File: config.mk
export PLATFORM = sky130hd
export DESIGN_NAME = overlap_feather_blend_top
export DESIGN_NICKNAME = d
export VERILOG_FILES = /design/src/rtl/ofb_pkg.sv /design/src/rtl/ofb_datapath.sv /design/src/rtl/overlap_feather_blend_top.sv
export VERILOG_INCLUDE_DIRS = /design/src /design/src/rtl
export SDC_FILE = /design/constraint.sdc
export NUM_CORES = 2
export LEC_CHECK = 0
export BUFFER_PORTS_ARGS = -buffer_cell sky130_fd_sc_hd__buf_4
export CORE_UTILIZATION = 60
export DETAILED_ROUTE_END_ITERATION = 10
export GPL_TIMING_DRIVEN = 0
export PLACE_DENSITY = 0.88
export SYNTH_ARGS = -nofsm -noshare
export SYNTH_HDL_FRONTEND = slang
export SYNTH_SLANG_ARGS = --single-unit
File: constraint.sdc
create_clock -name clk -period 51.4 [get_ports clk]
set_input_delay 15.42 -clock clk [delete_from_list [all_inputs] [get_ports clk]]
set_output_delay 15.42 -clock clk [all_outputs]
set_load 0.005 [all_outputs]
File: src/rtl/overlap_feather_blend_top_macros.svh
// Assertion macros shared by the overlap feather blend RTL.
// Each macro expects clk and rst_n to exist in the module that uses it.
`ifndef OVERLAP_FEATHER_BLEND_TOP_MACROS_SVH
`define OVERLAP_FEATHER_BLEND_TOP_MACROS_SVH

// Consequent must hold in the same cycle as the antecedent.
`define OFB_ASSERT_SAME(label, ante, cons, msg) \
    label: assert property (@(posedge clk) disable iff (!rst_n) (ante) |-> (cons)) \
        else $error(msg);

// Consequent must hold in the cycle after the antecedent.
`define OFB_ASSERT_NEXT(label, ante, cons, msg) \
    label: assert property (@(posedge clk) disable iff (!rst_n) (ante) |=> (cons)) \
        else $error(msg);

`endif

File: src/rtl/ofb_pkg.sv
// Package for the overlap feather blend block: widths, register indexes and types.
// Used by ofb_datapath and overlap_feather_blend_top; depends on nothing.
package ofb_pkg;

    localparam int ChanW   = 8;
    localparam int ColW    = 13;
    localparam int StartW  = 12;
    localparam int ThrW    = 8;
    localparam int ProdW   = 21;    // 255 * 8191 fits in 21 bits
    localparam int NumDiv  = ChanW; // one quotient bit per divider stage
    localparam int AddrW   = 4;
    localparam int DataW   = 32;
    localparam int InDataW  = 64;
    localparam int OutDataW = 24;

    // Register indexes, taken from paddr[3:2].
    localparam logic [1:0] REG_OVERLAP_START  = 2'd0;
    localparam logic [1:0] REG_LEFT_WIDTH     = 2'd1;
    localparam logic [1:0] REG_DARK_THRESHOLD = 2'd2;

    typedef logic [ChanW-1:0] chan_t;
    typedef chan_t [2:0] pix_t;     // [0] blue, [1] green, [2] red
    typedef logic [ProdW-1:0] prod_t;

    typedef struct packed {
        logic [StartW-1:0] overlap_start;
        logic [ColW-1:0]   left_width;
        logic [ThrW-1:0]   dark_threshold;
    } cfg_t;

    typedef struct packed {
        logic [ColW-1:0] column;
        pix_t            left;
        pix_t            warp;
    } item_t;

endpackage

File: src/rtl/ofb_datapath.sv
// Pipelined compositing datapath: classify, weight multiply, restoring divide.
// Depends on ofb_pkg; instantiated by overlap_feather_blend_top.
module ofb_datapath #(
    parameter int COLUMN_BITS = 13
) (
    input  logic          clk,
    input  logic          rst_n,
    input  logic          en,
    input  logic          in_valid,
    input  ofb_pkg::item_t in_item,
    input  ofb_pkg::cfg_t  cfg,
    output logic          out_valid,
    output ofb_pkg::pix_t  out_pix
);

    localparam int NumDiv = ofb_pkg::NumDiv;
    localparam int ColW   = ofb_pkg::ColW;
    localparam logic [ColW-1:0] ColMask = (COLUMN_BITS >= ColW) ? {ColW{1'b1}} :
        ColW'((17'd1 << COLUMN_BITS) - 17'd1);

    localparam logic [1:0] MODE_LEFT  = 2'd0;
    localparam logic [1:0] MODE_WARP  = 2'd1;
    localparam logic [1:0] MODE_BLEND = 2'd2;

    // Stage 1: classification and overlap offsets.
    logic            v1_reg;
    logic [1:0]      mode1_reg, mode1_next;
    logic [ColW-1:0] d1_reg, d1_next;
    logic [ColW-1:0] wmd1_reg, wmd1_next;
    logic [ColW-1:0] w1_reg, w1_next;
    ofb_pkg::pix_t   left1_reg, warp1_reg;

    // Stage 2 is index 0 of the arrays below; divider stages are 1..NumDiv.
    logic [NumDiv:0]  vld_reg;
    ofb_pkg::prod_t [2:0] rem_reg [0:NumDiv];
    ofb_pkg::prod_t [2:0] rem_next [1:NumDiv];
    ofb_pkg::pix_t    q_reg [0:NumDiv];
    ofb_pkg::pix_t    q_next [1:NumDiv];
    logic [ColW-1:0]  w_reg [0:NumDiv-1];
    ofb_pkg::pix_t    pass_reg [0:NumDiv];
    logic [NumDiv:0]  blend_reg;

    ofb_pkg::prod_t [2:0] prod_next;
    ofb_pkg::pix_t        pass_next;

    always_comb
    begin
        logic [ColW-1:0] col;
        logic            beyond;
        logic            before_start;
        logic            dark;
        col          = in_item.column & ColMask;
        beyond       = col >= cfg.left_width;
        before_start = col < {1'b0, cfg.overlap_start};
        dark         = (in_item.warp[0] < cfg.dark_threshold) &&
                       (in_item.warp[1] < cfg.dark_threshold) &&
                       (in_item.warp[2] < cfg.dark_threshold);
        if (beyond)
            mode1_next = MODE_WARP;
        else if (before_start || dark)
            mode1_next = MODE_LEFT;
        else
            mode1_next = MODE_BLEND;
        d1_next   = col - {1'b0, cfg.overlap_start};
        wmd1_next = cfg.left_width - col;
        w1_next   = cfg.left_width - {1'b0, cfg.overlap_start};
    end

    // Stage 2: weighted sum per channel; the pass-through pixel is settled here.
    always_comb
    begin
        for (int c = 0; c < 3; c++)
        begin
            prod_next[c] = ofb_pkg::ProdW'(left1_reg[c]) * ofb_pkg::ProdW'(wmd1_reg) +
                           ofb_pkg::ProdW'(warp1_reg[c]) * ofb_pkg::ProdW'(d1_reg);
        end
        case (mode1_reg)
            MODE_WARP: pass_next = warp1_reg;
            default:   pass_next = left1_reg;
        endcase
    end

    // Divider stages: stage s decides quotient bit NumDiv - s.
    always_comb
    begin
        ofb_pkg::prod_t dsh;
        logic           ge;
        for (int s = 1; s <= NumDiv; s++)
        begin
            dsh = ofb_pkg::ProdW'(w_reg[s-1]) << (NumDiv - s);
            for (int c = 0; c < 3; c++)
            begin
                ge = rem_reg[s-1][c] >= dsh;
                rem_next[s][c] = ge ? rem_reg[s-1][c] - dsh : rem_reg[s-1][c];
                q_next[s][c]   = q_reg[s-1][c] |
                                 (ge ? ofb_pkg::ChanW'(8'd1 << (NumDiv - s)) : '0);
            end
        end
    end

    always_ff @(posedge clk or negedge rst_n)
    begin
        if (!rst_n)
        begin
            v1_reg  <= 1'b0;
            vld_reg <= '0;
        end
        else if (en)
        begin
            v1_reg  <= in_valid;
            vld_reg <= {vld_reg[NumDiv-1:0], v1_reg};
        end
    end

    always_ff @(posedge clk)
    begin
        if (en)
        begin
            mode1_reg <= mode1_next;
            d1_reg    <= d1_next;
            wmd1_reg  <= wmd1_next;
            w1_reg    <= w1_next;
            left1_reg <= in_item.left;
            warp1_reg <= in_item.warp;

            rem_reg[0]   <= prod_next;
            q_reg[0]     <= '0;
            w_reg[0]     <= w1_reg;
            pass_reg[0]  <= pass_next;
            blend_reg[0] <= mode1_reg == MODE_BLEND;

            for (int s = 1; s <= NumDiv; s++)
            begin
                rem_reg[s]   <= rem_next[s];
                q_reg[s]     <= q_next[s];
                pass_reg[s]  <= pass_reg[s-1];
                blend_reg[s] <= blend_reg[s-1];
            end
            for (int s = 1; s < NumDiv; s++)
            begin
                w_reg[s] <= w_reg[s-1];
            end
        end
    end

    assign out_valid = vld_reg[NumDiv];
    assign out_pix   = blend_reg[NumDiv] ? q_reg[NumDiv] : pass_reg[NumDiv];

endmodule

File: src/rtl/overlap_feather_blend_top.sv
// Top level of the overlap feather blend compositor: stream ports, APB registers,
// output skid stage. Depends on ofb_pkg, ofb_datapath and the assertion macro header.
//
// Usage: each word on the slave stream carries one mosaic pixel: its column and a
// BGR pixel from the left image and from the warped right image. Each accepted word
// yields exactly one word on the master stream with the composited BGR pixel, in
// the same order. Columns before overlap_start pass the left pixel, columns at or
// past left_width pass the warped pixel, and columns in between are feathered
// linearly unless the warped pixel is dark, in which case the left pixel passes.
// The blend weight is divided out by a restoring divider with one quotient bit per
// pipeline stage, so the datapath is two stages of setup and multiply followed by
// eight divider stages. A result passes through these stages and then the output
// register before it appears on m_tvalid, and one word per cycle is accepted and
// delivered when the receiver keeps m_tready high.
// When the receiver stalls, the output register holds its word and one more word is
// caught in a skid register; then the whole pipeline freezes and s_tready drops,
// with no word lost or repeated. s_tready never depends on m_tready combinationally.
// Reset clears all valid bits and loads the registers with overlap_start 0,
// left_width 4096 and dark_threshold 50. Registers are written through the APB
// port at byte addresses 0, 4 and 8 and should only change while the block is idle.
`include "overlap_feather_blend_top_macros.svh"

module overlap_feather_blend_top #(
    parameter int COLUMN_BITS = 13
) (
    input  logic                            clk,
    input  logic                            rst_n,
    // Slave stream: column[12:0], left_blue[20:13], left_green[28:21],
    // left_red[36:29], warp_blue[44:37], warp_green[52:45], warp_red[60:53].
    input  logic                            s_tvalid,
    output logic                            s_tready,
    input  logic [ofb_pkg::InDataW-1:0]     s_tdata,
    // Master stream: out_blue[7:0], out_green[15:8], out_red[23:16].
    output logic                            m_tvalid,
    input  logic                            m_tready,
    output logic [ofb_pkg::OutDataW-1:0]    m_tdata,
    // APB configuration port.
    input  logic                            psel,
    input  logic                            penable,
    input  logic                            pwrite,
    input  logic [ofb_pkg::AddrW-1:0]       paddr,
    input  logic [ofb_pkg::DataW-1:0]       pwdata,
    output logic [ofb_pkg::DataW-1:0]       prdata,
    output logic                            pready
);

    logic [ofb_pkg::StartW-1:0] overlap_start_reg;
    logic [ofb_pkg::ColW-1:0]   left_width_reg;
    logic [ofb_pkg::ThrW-1:0]   dark_threshold_reg;
    logic                       cfg_write;
    ofb_pkg::cfg_t              cfg;
    ofb_pkg::item_t             in_item;

    logic                       pipe_en;
    logic                       pipe_valid;
    ofb_pkg::pix_t              pipe_pix;

    logic                       m_valid_reg;
    ofb_pkg::pix_t              m_pix_reg;
    logic                       skid_valid_reg;
    ofb_pkg::pix_t              skid_pix_reg;
    logic                       out_free;
    logic                       pipe_fire;

    // Configuration registers. pready is tied high, so a write lands in the access cycle.
    assign pready    = 1'b1;
    assign cfg_write = psel && penable && pwrite && pready;

    always_ff @(posedge clk or negedge rst_n)
    begin
        if (!rst_n)
        begin
            overlap_start_reg  <= '0;
            left_width_reg     <= 13'd4096;
            dark_threshold_reg <= 8'd50;
        end
        else if (cfg_write)
        begin
            unique case (paddr[3:2])
                ofb_pkg::REG_OVERLAP_START:  overlap_start_reg  <= pwdata[ofb_pkg::StartW-1:0];
                ofb_pkg::REG_LEFT_WIDTH:     left_width_reg     <= pwdata[ofb_pkg::ColW-1:0];
                ofb_pkg::REG_DARK_THRESHOLD: dark_threshold_reg <= pwdata[ofb_pkg::ThrW-1:0];
                default: ;
            endcase
        end
    end

    always_comb
    begin
        unique case (paddr[3:2])
            ofb_pkg::REG_OVERLAP_START:  prdata = ofb_pkg::DataW'(overlap_start_reg);
            ofb_pkg::REG_LEFT_WIDTH:     prdata = ofb_pkg::DataW'(left_width_reg);
            ofb_pkg::REG_DARK_THRESHOLD: prdata = ofb_pkg::DataW'(dark_threshold_reg);
            default:                     prdata = '0;
        endcase
    end

    assign cfg.overlap_start  = overlap_start_reg;
    assign cfg.left_width     = left_width_reg;
    assign cfg.dark_threshold = dark_threshold_reg;

    // Unpack the input word.
    assign in_item.column  = s_tdata[12:0];
    assign in_item.left[0] = s_tdata[20:13];
    assign in_item.left[1] = s_tdata[28:21];
    assign in_item.left[2] = s_tdata[36:29];
    assign in_item.warp[0] = s_tdata[44:37];
    assign in_item.warp[1] = s_tdata[52:45];
    assign in_item.warp[2] = s_tdata[60:53];

    // The pipeline advances unless its last stage holds a word that the skid
    // register cannot take. Both terms are registers, so m_tready stays local.
    assign pipe_en   = !pipe_valid || !skid_valid_reg;
    assign s_tready  = pipe_en;
    assign pipe_fire = pipe_valid && !skid_valid_reg;

    ofb_datapath #(
        .COLUMN_BITS (COLUMN_BITS)
    ) u_datapath (
        .clk       (clk),
        .rst_n     (rst_n),
        .en        (pipe_en),
        .in_valid  (s_tvalid),
        .in_item   (in_item),
        .cfg       (cfg),
        .out_valid (pipe_valid),
        .out_pix   (pipe_pix)
    );

    // Output register with one skid entry behind it.
    assign out_free = !m_valid_reg || m_tready;

    always_ff @(posedge clk or negedge rst_n)
    begin
        if (!rst_n)
        begin
            m_valid_reg    <= 1'b0;
            skid_valid_reg <= 1'b0;
        end
        else if (out_free)
        begin
            if (skid_valid_reg)
            begin
                m_valid_reg    <= 1'b1;
                skid_valid_reg <= 1'b0;
            end
            else
            begin
                m_valid_reg <= pipe_fire;
            end
        end
        else if (pipe_fire)
        begin
            skid_valid_reg <= 1'b1;
        end
    end

    always_ff @(posedge clk)
    begin
        if (out_free)
        begin
            if (skid_valid_reg)
                m_pix_reg <= skid_pix_reg;
            else if (pipe_fire)
                m_pix_reg <= pipe_pix;
        end
        else if (pipe_fire)
        begin
            skid_pix_reg <= pipe_pix;
        end
    end

    assign m_tvalid = m_valid_reg;
    assign m_tdata  = {m_pix_reg[2], m_pix_reg[1], m_pix_reg[0]};

    // A word in the skid register always sits behind a word in the output register.
    `OFB_ASSERT_SAME(a_skid_behind_out, skid_valid_reg, m_valid_reg, "skid word without output word")
    // A taken output word is replaced at once by the skid word.
    `OFB_ASSERT_NEXT(a_skid_drains, skid_valid_reg && m_tready, m_valid_reg && !skid_valid_reg, "skid word not moved to output")
    // A word leaving the pipeline into a stalled output is caught by the skid register.
    `OFB_ASSERT_NEXT(a_stall_caught, m_valid_reg && !m_tready && pipe_valid && !skid_valid_reg, skid_valid_reg, "word lost during output stall")
    // A write to the overlap start register takes effect at the next edge.
    `OFB_ASSERT_NEXT(a_start_written, cfg_write && paddr[3:2] == ofb_pkg::REG_OVERLAP_START, overlap_start_reg == $past(pwdata[11:0]), "overlap start write not applied")

endmodule
==> metrics.md <==
| Metric | Value |
|---|---|
| Dominant delay contributor by cell family on the critical path | `buffers and inverters` |
| Count of unique library cells instantiated by Yosys | `100` |
| CTS root buf | `sky130_fd_sc_hd__clkbuf_16` |
| CTS Sinks | `between 1,000 and 1,500` |
| Commonest cells after routing, fill and taps aside | `sky130_fd_sc_hd__edfxtp_1, sky130_fd_sc_hd__inv_1, sky130_fd_sc_hd__nand2_1, sky130_fd_sc_hd__ha_1, sky130_fd_sc_hd__fa_1` |
| Fraction of layout cells with a size suffix above 1 | `0.0851` |
| Clock-pin slew reported for the worst setup and hold paths after clock tree synthesis | `roughly 0.070 ns` |
| Number of vias per cell after detailed routing | `6.07` |
| Worst Tran Pin Value | `roughly 1.2 ns` |
| Most common library cell in the layout ignoring fill and taps | `sky130_fd_sc_hd__edfxtp_1` |
| Total standard cell area after synthesis | `76,600 um^2` |
| Number of global-route vias before repair | `54,000` |
| Total length of routed met3 wires | `14.5 mm` |
| Hold_buf cts | `0` |
| Post-CTS setup buffer count | `0` |
| Hpwl dp | `roughly 160 mm` |
| Total die area | `between 100,000 and 150,000 um^2` |
| Max Clock Freq | `roughly 0.031 GHz` |
| First-pass GRT wire length | `~310 mm` |
| Final setup fails | `0` |
| Number of flip-flops under the largest register name | `~500` |
| Run status | `complete, but fails checks` |
| Final Cycle Share | `0.629` |
| Slowest stage delay, CP | `about 0.58 ns` |
| Maximum fanout encountered on the critical timing path | `10` |
| Crit path max-delay cell type | `sky130_fd_sc_hd__buf_1` |
| Max clock buf depth | `3` |
| Core ar. | `between 100,000 and 150,000 um^2` |
| Hold Path Class | `flop to flop` |
| CTS Buf Count | `114` |
| Setup skew after layout | `~0.052 ns` |
| Number of violations of the max-capacitance limit | `0` |
| TritonCTS clock tree | `built` |
| Die extent in y | `approximately 360 um` |
| Number of antenna violations at the first check in global routing | `10` |
| Series of cell instances along the critical path | `clkbuf_1 -> buf_1 -> mux2i_1 -> o21ai_0 -> buf_4` |
| Cell count of the worst reg-to-reg path | `18` |
| Starting density of the core | `0.608` |
| Number of max-slew violations in the final report | `0` |
| Crit path buf inv count | `3` |
| Placed instance count | `8,516` |
| Crit path time final | `roughly 32 ns` |
| Grt ovf | `0` |
| Dominant synthesized flop cell | `sky130_fd_sc_hd__edfxtp_1` |
| Port Buffer Count | `119` |
| Number of synthesized flops with an enable pin | `approximately 1,100` |
| Async SR Flop Fraction | `0.0401` |
| Drt initial violations | `between 4,000 and 5,000` |
| First-pass iteration count of the detailed router | `9` |
| Number of routed nets with antenna violations | `0` |
| Horizontal extent of the die | `approximately 360 um` |
| RePlAce Congestion | `between 1 and 1.5` |
| Later-pin clock latency in the skew report | `approximately 0.75 ns` |
| Setup CP Type | `primary input to output pin` |
| Via Count | `53,100` |
| Post-route cell area | `84,100 um^2` |
| Area growth from synthesis to final layout | `9.81%` |
| Routed metal-1 wirelength | `69.7 mm` |
| Largest net degree at the start of global routing | `around 80` |
| Setup crit end kind | `output pin` |
| Number of instances on the worst hold path | `0` |
| Final hold violations | `0` |
| Final cell count without fillers | `about 9,000` |
| Top Layer Used | `met5` |
| Cell Rows | `130` |
| DRC violations left | `3` |
| Slew HR | `0.221` |
| Yosys reg bits | `~1,100` |
| Cells after Synth | `roughly 6,700` |
| Critical Path Start Type | `primary input` |
| Wirelength, routed | `around 200 mm` |
| Syn. warnings | `0` |
| Area after DPL | `80,000 um^2` |
| WL/cell | `between 20 and 25 um` |
| Data required, critical path | `around 36 ns` |
| RSZ-0062 raised after global routing | `false` |
| Mapped Avg Cell Area | `around 11 um^2` |
| Number of gates given a new drive strength after cts | `0` |
| Worst EP arrival | `about 17 ns` |
| GRT Resource Usage Total | `0.317` |
| WL met2 | `99.5 mm` |
| Number of gates on the worst path with buffers counted | `5` |
| Number of levels in the clock H-tree | `3` |
| Boundary pin count | `166` |
| Final-stage net count | `8,186` |
| Failing checks | `design-rule violations` |
| Seq/Total Area, Yosys | `0.437` |
## metal layers
metal	up-vias	GRT usage
met3	935	0.0580
met2	2628	0.541
li1	23900	-
met4	10	0.275
met5	-	0
met1	25600	0.341
## layout make-up
| class | count | area (um^2) |
|---|---|---|
| clock inverters | 69 | 950 |
| clock buffers | 147 | 3080 |
| diodes | 7 | 17.5 |
| inverters | 827 | 3100 |
| well taps | 1650 | 2060 |
| repair buffers | 137 | 1330 |
| flip-flops and latches | 1123 | 33500 |
| plain buffers | 202 | 881 |
| fillers | 8823 | 42000 |
| multi-input cells | 4578 | 39200 |
## cell usage after synthesis, types with 29 or more instances
master | count | area share
sky130_fd_sc_hd__a31oi_1 | 33 | 0.0027
sky130_fd_sc_hd__edfxtp_1 | 1078 | 0.42
sky130_fd_sc_hd__nand4_1 | 50 | 0.0041
sky130_fd_sc_hd__and2_1 | 323 | 0.026
sky130_fd_sc_hd__nand2b_1 | 67 | 0.0055
sky130_fd_sc_hd__o31a_1 | 29 | 0.0033
sky130_fd_sc_hd__a211oi_1 | 33 | 0.0032
sky130_fd_sc_hd__nor4_1 | 37 | 0.0030
sky130_fd_sc_hd__a21oi_1 | 306 | 0.020
sky130_fd_sc_hd__a21o_1 | 91 | 0.0089
sky130_fd_sc_hd__xor2_1 | 131 | 0.015
sky130_fd_sc_hd__mux2i_1 | 37 | 0.0048
sky130_fd_sc_hd__nand2_1 | 612 | 0.030
sky130_fd_sc_hd__clkbuf_1 | 156 | 0.0076
sky130_fd_sc_hd__o21a_1 | 88 | 0.0086
sky130_fd_sc_hd__nor2_1 | 289 | 0.014
sky130_fd_sc_hd__ha_1 | 574 | 0.094
sky130_fd_sc_hd__fa_1 | 522 | 0.14
sky130_fd_sc_hd__o31ai_1 | 35 | 0.0034
sky130_fd_sc_hd__mux2_2 | 176 | 0.026
sky130_fd_sc_hd__inv_1 | 826 | 0.040
sky130_fd_sc_hd__dfrtp_1 | 41 | 0.013
sky130_fd_sc_hd__xnor2_1 | 200 | 0.023
sky130_fd_sc_hd__o21ai_0 | 295 | 0.019
sky130_fd_sc_hd__or3_1 | 33 | 0.0027
sky130_fd_sc_hd__o211ai_1 | 34 | 0.0033
sky130_fd_sc_hd__nor3_1 | 102 | 0.0067
sky130_fd_sc_hd__nor2b_1 | 70 | 0.0057
sky130_fd_sc_hd__nand3_1 | 74 | 0.0048
## through the flow
| stage | hold slack, ns | utilization | setup TNS, ns | worst slack, ns |
|---|---|---|---|---|
| 3_5_place_dp | 0.405 | 0.635 | 0 | 19.13 |
| 5_1_grt | 0.404 | 0.667 | 0 | 18.98 |
| 3_3_place_gp | 0.402 | 0.632 | -4.23 | -4.23 |
| 4_1_cts | 0.403 | 0.667 | 0 | 19.12 |
| 6_report | 0.391 | 0.667 | 0 | 19.06 |
| 2_1_floorplan | 0.400 | - | 0 | 7.30 |
## kinds of logic after synthesis
kind of cell | synth area share
xor+xnor | 0.0379
compound gates | 0.0959
other cells | 0.0000981
flops | 0.437
mux | 0.0311
buf+inv | 0.0520
fa+ha+maj | 0.230
simple gates | 0.115
## path summary, 6_finish.rpt
kind	startpoint	endpoint	slack, ns
min in group asynchronous	rst_n	u_datapath.vld_reg[8]$_DFFE_PN0P_	14.70
min reg2reg	u_datapath.pass_reg[0][0]$_DFFE_PP_	u_datapath.pass_reg[0][24]$_DFFE_PP_	0.39
max in group asynchronous	rst_n	left_width_reg[10]$_DFFE_PN0P_	36.21
max reg2reg	u_datapath.wmd1_reg[7]$_DFFE_PP_	u_datapath.rem_reg[0][20]$_DFFE_PP_	43.32
min	u_datapath.pass_reg[0][0]$_DFFE_PP_	u_datapath.pass_reg[0][24]$_DFFE_PP_	0.39
max	paddr[3]	prdata[5]	19.06
Power is left out: the tool's default activity adds up to more than one toggle a clock period on the data nets, which glitch-free logic cannot reach.
